`src/rtl/cht_mul.sv`:
```
// Signed multiplier split over four 32x32 partial products.
`timescale 1ns / 1ps
`default_nettype none
module cht_mul (
  input  wire logic               clk,
  input  wire logic               start,
  input  wire logic signed [63:0] a,
  input  wire logic signed [63:0] b,
  output logic                    done,
  output logic signed [127:0]     product
);
  logic [63:0]  ua, ub;
  logic         neg;
  logic [1:0]   step;
  logic         busy;
  logic [127:0] acc;
  logic [31:0]  pa, pb;
  logic [63:0]  pp;
  logic [127:0] sh;

  always_comb begin
    pa = step[1] ? ua[63:32] : ua[31:0];
    pb = step[0] ? ub[63:32] : ub[31:0];
    pp = {32'd0, pa} * {32'd0, pb};
    sh = {64'd0, pp} << (7'(step[1] + step[0]) * 7'd32);
  end

  always_ff @(posedge clk) begin
    done <= 1'b0;
    if (start) begin
      ua   <= a[63] ? 64'(-a) : a;
      ub   <= b[63] ? 64'(-b) : b;
      neg  <= a[63] ^ b[63];
      acc  <= '0;
      step <= 2'd0;
      busy <= 1'b1;
    end else if (busy) begin
      acc  <= acc + sh;
      step <= step + 2'd1;
      if (step == 2'd3) begin
        busy <= 1'b0;
        done <= 1'b1;
      end
    end
  end

  assign product = neg ? -$signed(acc) : $signed(acc);
endmodule
`default_nettype wire

```
`config.mk`:
```
export PLATFORM = sky130hd
export DESIGN_NAME = cht_mul
export DESIGN_NICKNAME = d
export VERILOG_FILES = /design/src/rtl/cht_mul.sv
export SDC_FILE = /design/constraint.sdc
export NUM_CORES = 2
export LEC_CHECK = 0
export BUFFER_PORTS_ARGS = -buffer_cell sky130_fd_sc_hd__buf_4
export CAP_MARGIN = 5
export CORE_UTILIZATION = 45
export DETAILED_ROUTE_END_ITERATION = 8
export HOLD_SLACK_MARGIN = 0.02
export SLEW_MARGIN = 0
export SYNTH_ARGS = -nofsm -noshare
export SYNTH_HDL_FRONTEND = slang
export SYNTH_SLANG_ARGS = --single-unit
```
`constraint.sdc`:
```
create_clock -name clk -period 13.1 [get_ports clk]
set_input_delay 1.965 -clock clk [delete_from_list [all_inputs] [get_ports clk]]
set_output_delay 1.965 -clock clk [all_outputs]
set_load 0.01 [all_outputs]
```
After elaboration in Yosys (flattened, before gate mapping)

Cells that the tools add are included.

Bits in registers: 261
Latch bits: 0
Bits in writable memories: 0
Memory bits (read-only): 0
Bits of input ports: 130
Output and inout bits: 129
Logic and storage cells: 29
Memories: 0

Add/sub/neg operators: 6
Multipliers: 1
Divide/modulo/power cells: 0
Order comparisons: 0
Equality and inequality tests: 1
Shift operators: 1
Mux-type cells: 8
Bitwise gates (word level): 2
Reduce and logical (&&, ||, !) cells: 1

Operators by type and width:

| cell                                                           | number |
|---|---|
| 128-bit adder                                                  | 1 |
| 128-bit 2-to-1 mux                                             | 1 |
| 128-bit negation                                               | 1 |
| 64-bit negation                                                | 2 |
| 64-bit by 7-bit left shift with 128-bit output                 | 1 |
| 63-bit 2-to-1 mux                                              | 2 |
| 32-bit by 32-bit multiplier with 64-bit output                 | 1 |
| 32-bit 2-to-1 mux                                              | 2 |
| 1-bit 2-to-1 mux                                               | 3 |
| 1-bit by 1-bit adder with 2-bit output                         | 1 |
| 2-bit by 1-bit adder with 2-bit output (second input constant) | 1 |
| 2-bit equality test (second input constant)                    | 1 |
| 2-bit OR reduction                                             | 1 |
| 1-bit NOT                                                      | 1 |
| 1-bit bitwise XOR                                              | 1 |

Depth between registers and ports, before layout

Depth in word-level cells: 4
Mapped depth: 47

Least setup slack after synthesis

Ideal clock, no wire load.

Path type: reg2reg
Start point: reg step[1]
End point: reg acc[110]
Library setup time: 0.117 ns
Arrival time: 11.425 ns
Path slack: 1.558 ns
Cell stages (with the launch flop): 46
Path buffers: 5
Period minus slack after synthesis: 11.542 ns
Path through: dfxtp_1 > clkbuf_1 > buf_1 > mux2i_1 > clkbuf_1 > nor2_1 > fa_1 > inv_1 > fa_1 > fa_1 > fa_1 > inv_1 > fa_1 > inv_1 > fa_1 > inv_1 > fa_1 > fa_1 > (+10 left out) > o21ai_1 > nor4b_1 > a21oi_1 > and3_1 > ha_1 > clkbuf_1 > a21oi_1 > o21bai_1 > a21oi_1 > nor2_1 > o311ai_0 > a21oi_1 > nor2_1 > o21ai_0 > a31oi_1 > nor2_1 > or3_1 > a32o_1

Word-level cells in the longest chain between the ends: 4
Elaborated cells between the ends (all ways): 5
Classes of those cells: add/sub: 2; mul: 1; shift: 1; mux: 1

RTL lines:

| what                                               | line | source |
|---|---|---|
| from (decl)                                        | 14   | `logic [1:0] step;` |
| from (signal assigned)                             | 39   | `step <= step + 2'd1;` |
| 32-bit 2-to-1 mux                                  | 22   | `pa = step[1] ? ua[63:32] : ua[31:0];` |
| 32-bit by 32-bit multiplier with 64-bit output     | 24   | `pp = {32'd0, pa} * {32'd0, pb};` |
| 64-bit by 7-bit left shift with 128-bit output (*) | 25   | `sh = {64'd0, pp} << (7'(step[1] + step[0]) * 7'd32);` |
| 128-bit adder (*)                                  | 38   | `acc <= acc + sh;` |
| to (signal assigned)                               | 38   |  |
| to (decl)                                          | 16   | `logic [127:0] acc;` |

Mark *: on every way between the ends. The rest lies on a longest branch, timed or not.
A chain may end at the register's enable or synchronous reset.

Worst setup path in the final report

Same ends and word-level chain as after synthesis.

==> results.md <==
- Counting instances, the worst hold path has a depth of 2.
- The CTS H-tree depth is 2.
- The synthesized netlist devotes 40.5% of its cell area to adder and majority cells.
- Wires add up to 220000 um.
- The die covers approximately 130000 sq um.
- The routed design could run at a clock period as short as 12.59 ns.
- The number of antenna violations at the first check in global routing is 9.
- After global routing the overflow that remains totals 0.
- The final worst-path cycle share is between 90% and 100%.
- The core occupancy in the finished layout is between 50% and 60%.
- The number of clock buffers inserted by TritonCTS is 35.
- For this run, the slowest stage of the critical path takes 0.71 ns.
- By area the synthesized netlist is led by sky130_fd_sc_hd__fa_1, sky130_fd_sc_hd__ha_1, sky130_fd_sc_hd__edfxtp_1.
- For this run, asynchronously set or reset flops after synthesis account for 0%.
- Among all flip-flop cells after synthesis, the most frequent one is sky130_fd_sc_hd__dfxtp_1.
- The source-to-sink clock delay at the later pin of the worst-skew pair is roughly 0.61 ns.
- The maximum net fanout on the critical path is 22.
- Of all cell types, the one taking the most synthesized area is sky130_fd_sc_hd__fa_1.
- The region available for standard cell placement spans 124000 sq um.
- The sequential fraction of the synthesis area is 11.5%.
- The minimum hold slack is 0.537 ns.
- Counting stages on the worst path, the most repeated cell is sky130_fd_sc_hd__fa_1.
- The count of hold buffers inserted by post-cts repair is 0.
- From bottom edge to top edge, the die measures 356 um.
- The number of max-cap violations is 0.
- The relative slew slack is 19.3%.
- The setup TNS is 0 ns.
- The number of distinct library cells after synthesis is 83.
- The CTS tree is done.
- The number of nets with antenna violations after routing is 0.
- The final weighted congestion of routability-driven global placement is 1.03.
- The kind of end point of the critical path is a register.
- Data arrives at the worst endpoint at 13.09 ns.
- The number of enable-type register cells in the synthesized netlist is 129.
- At the worst endpoint, the required time is 13.60 ns.
- Relative to the synthesized area, the layout overhead comes to 10.9%.
- Of the post-synthesis cell area, the part taken by muxes is 3.82%.
- The slew at the pin closest to its max-slew limit is roughly 1.2 ns.
- The number of I/O port buffers is 258.
- For the worst flop-to-flop path, the logic depth is 42.
- The maximum root-to-sink buffer count is 3.
- The first-pass GRT wire length is around 320000 um.
- Setup violations remaining at the end of the flow were counted as 0.
- The wire length per cell is 25.6 um.
- The simple-gate portion of the synthesized area is 17.1%.
- The root buffer cell is sky130_fd_sc_hd__clkbuf_16.
- The post-synthesis instance total is 6738.
- Detailed routing inserted a total of slightly above 50000 vias.
- The total nets after synthesis is 8159.
- The number of max-slew violations in the final report is 0.
- The worst setup path is of the reg -> reg kind.
- The number of endpoints with negative hold slack in the final report is 0.
- The final setup skew is ~0.037 ns.
- By area, the combinational part of the netlist is dominated by adder cells.
- In this run the worst hold path is classified as reg -> reg.
- The slowest stage of the critical path belongs to the cell sky130_fd_sc_hd__or4b_2.
- Counting the fill cells in the layout gives 12000.
- The total track usage is 34.5%.
- After detailed routing, the number of remaining DRC violations is 0.
- Of the cells placed in the final design, the portion with a size suffix greater than 1 is a little over a tenth.
- The floorplan has 129 rows.
- Once detailed placement completed, the half-perimeter wirelength came to 186000 um.
- Summing the areas of all compound-gate instances in the mapped netlist gives approximately an eighth of the synthesized area.
- The flow ran to the end, and the final reports show no timing, DRC or antenna violations.
- The count of warnings emitted by yosys is 0.
- The initial cell density of the core is 45.5%.
- The clock input transition at the sequential cells of the worst setup and hold paths is 0.06 ns.
- The via count of the first global-routing pass is 50300.
- In this run the cell area of the synthesized design comes to 56500 sq um.
- The DRC violation total after the first TritonRoute iteration is 5165.
- Entering global routing, the biggest net connects approximately 130 pins.
- The flop and latch count out of synthesis is 261.
- The number of clock sinks is approximately 260.
- STA classifies the critical path startpoint as a register.
- The top-level I/O count is 259.
- The upper clock frequency limit is 0.0794 GHz.
- The die is between 300 and 400 um wide.
- The fraction of synthesized cell area in xor and xnor cells is between 6 and 7%.
- In the final design database the tool counted 8357 nets.
- The number of search-and-repair iterations in the first detailed-routing pass is 6.
- The post-synthesis area per instance is 8.38 sq um.
- The share of the synthesized area in the top cell type is a little under a third.
- Using the TritonRoute via totals, the vias-per-cell ratio works out to roughly 6.
-- final timing paths --
check / startpoint / end / slack, ns
setup / recovery: step[1]$_SDFFE_PP0P_ / acc[110]$_SDFFE_PP0P_ / 0.51
hold / removal: acc[79]$_SDFFE_PP0P_ / acc[79]$_SDFFE_PP0P_ / 0.54
setup reg to reg: step[1]$_SDFFE_PP0P_ / acc[110]$_SDFFE_PP0P_ / 0.51
hold reg to reg: acc[79]$_SDFFE_PP0P_ / acc[79]$_SDFFE_PP0P_ / 0.54
-- worst max-delay path, delay by kind of cell (launching register included) --
kind / cells / cell delay (ns)
flops: 1 / 0.57
fa+ha+maj: 10 / 4.81
compound gates: 14 / 3.25
buf+inv: 6 / 0.72
mux: 1 / 0.49
simple gates: 11 / 2.62
-- cells in the mapped netlist, types with 28 or more instances --
master / count
sky130_fd_sc_hd__xor2_1: 80
sky130_fd_sc_hd__and2_1: 48
sky130_fd_sc_hd__o21ai_0: 299
sky130_fd_sc_hd__nor3_1: 51
sky130_fd_sc_hd__nor4_1: 32
sky130_fd_sc_hd__nor2_1: 904
sky130_fd_sc_hd__or3_1: 50
sky130_fd_sc_hd__nand2b_1: 40
sky130_fd_sc_hd__o31ai_1: 85
sky130_fd_sc_hd__a21oi_1: 292
sky130_fd_sc_hd__nand4_1: 94
sky130_fd_sc_hd__ha_1: 394
sky130_fd_sc_hd__a31oi_1: 28
sky130_fd_sc_hd__clkbuf_1: 309
sky130_fd_sc_hd__o21bai_1: 54
sky130_fd_sc_hd__dfxtp_1: 132
sky130_fd_sc_hd__or4_1: 39
sky130_fd_sc_hd__nand2_1: 769
sky130_fd_sc_hd__nand3_1: 68
sky130_fd_sc_hd__mux2i_1: 140
sky130_fd_sc_hd__buf_1: 28
sky130_fd_sc_hd__xnor2_1: 351
sky130_fd_sc_hd__o41ai_1: 32
sky130_fd_sc_hd__fa_1: 897
sky130_fd_sc_hd__a21o_1: 102
sky130_fd_sc_hd__inv_1: 922
sky130_fd_sc_hd__edfxtp_1: 129
sky130_fd_sc_hd__mux2_2: 67
sky130_fd_sc_hd__o22ai_1: 37
-- area by class of cell --
cell class                 instances  area (sq um)  area share, %
antenna                            2          5.00        0.00799
clock buffer                      40           915           1.46
clock inverter                    21           256          0.410
inverter                         923          3460           5.53
multi-input combinational       5214         45500           72.6
sequential                       261          6530           10.4
tap                             1637          2050           3.27
timing repair buffer             501          3920           6.26
-- kinds of logic (layout without fill, tap and decap cells) --
| logic type | Yosys count | count (layout) |
|---|---|---|
| AO/OA/AOI/OAI | 1076 | 1076 |
| XOR/XNOR | 431 | 431 |
| adder cells (fa/ha/maj) | 1291 | 1291 |
| buffers and inverters | 1263 | 1485 |
| flip-flops | 261 | 261 |
| multiplexers | 207 | 207 |
| other | 0 | 2 |
| AND/OR/NAND/NOR | 2209 | 2209 |
-- cell usage in the layout, fill, tap and decap left out, drive strengths merged, types with 37 or more instances in the layout --
cell	count
ha	394
o41ai	37
edfxtp	129
xor2	80
inv	927
nand2b	41
nand4	94
a21o	102
dfxtp	132
nand3	69
clkbuf	41
or3	57
mux2	67
xnor2	351
buf	500
nor2	904
fa	897
mux2i	140
o31ai	87
a21oi	292
o21bai	54
nor3	52
and2	48
or4	46
o21ai	301
o22ai	37
nand2	770
-- stage by stage --
step           std cells  cell area, sq um  setup WS (ns)
3_5_place_dp        8535             61400         0.0612
5_1_grt             8597             62600        -0.0258
6_report            8599             62600          0.512
3_3_place_gp        8535             61400          0.191
2_1_floorplan       6738             56500           1.56
4_1_cts             8596             62500         0.0103
-- routing by layer --
layer	wire length, um	share of wire, %	up-vias	GRT usage, %
li1	-	-	22300	-
met4	8270	3.8	4	11.7
met3	22600	10	395	8.51
met2	96400	44	2373	52.4
met5	23	0.010	-	0
met1	92900	42	25400	48.0
-- flip-flops by register name, indices dropped and copies added (netlist names) --
signal and flops:
neg 1, ua 64, done 1, busy 1
step 2, ub 64, acc 128
-- what timing repair did --
| item | in CTS | in global routing |
|---|---|---|
| endpoints found under the setup margin | 0 | 22 |
| buffers inserted | 0 | 1 |
| resized for setup | 0 | 16 |
Power is left out: the tool's default activity adds up to more than one toggle a clock period on the data nets, which glitch-free logic cannot reach.
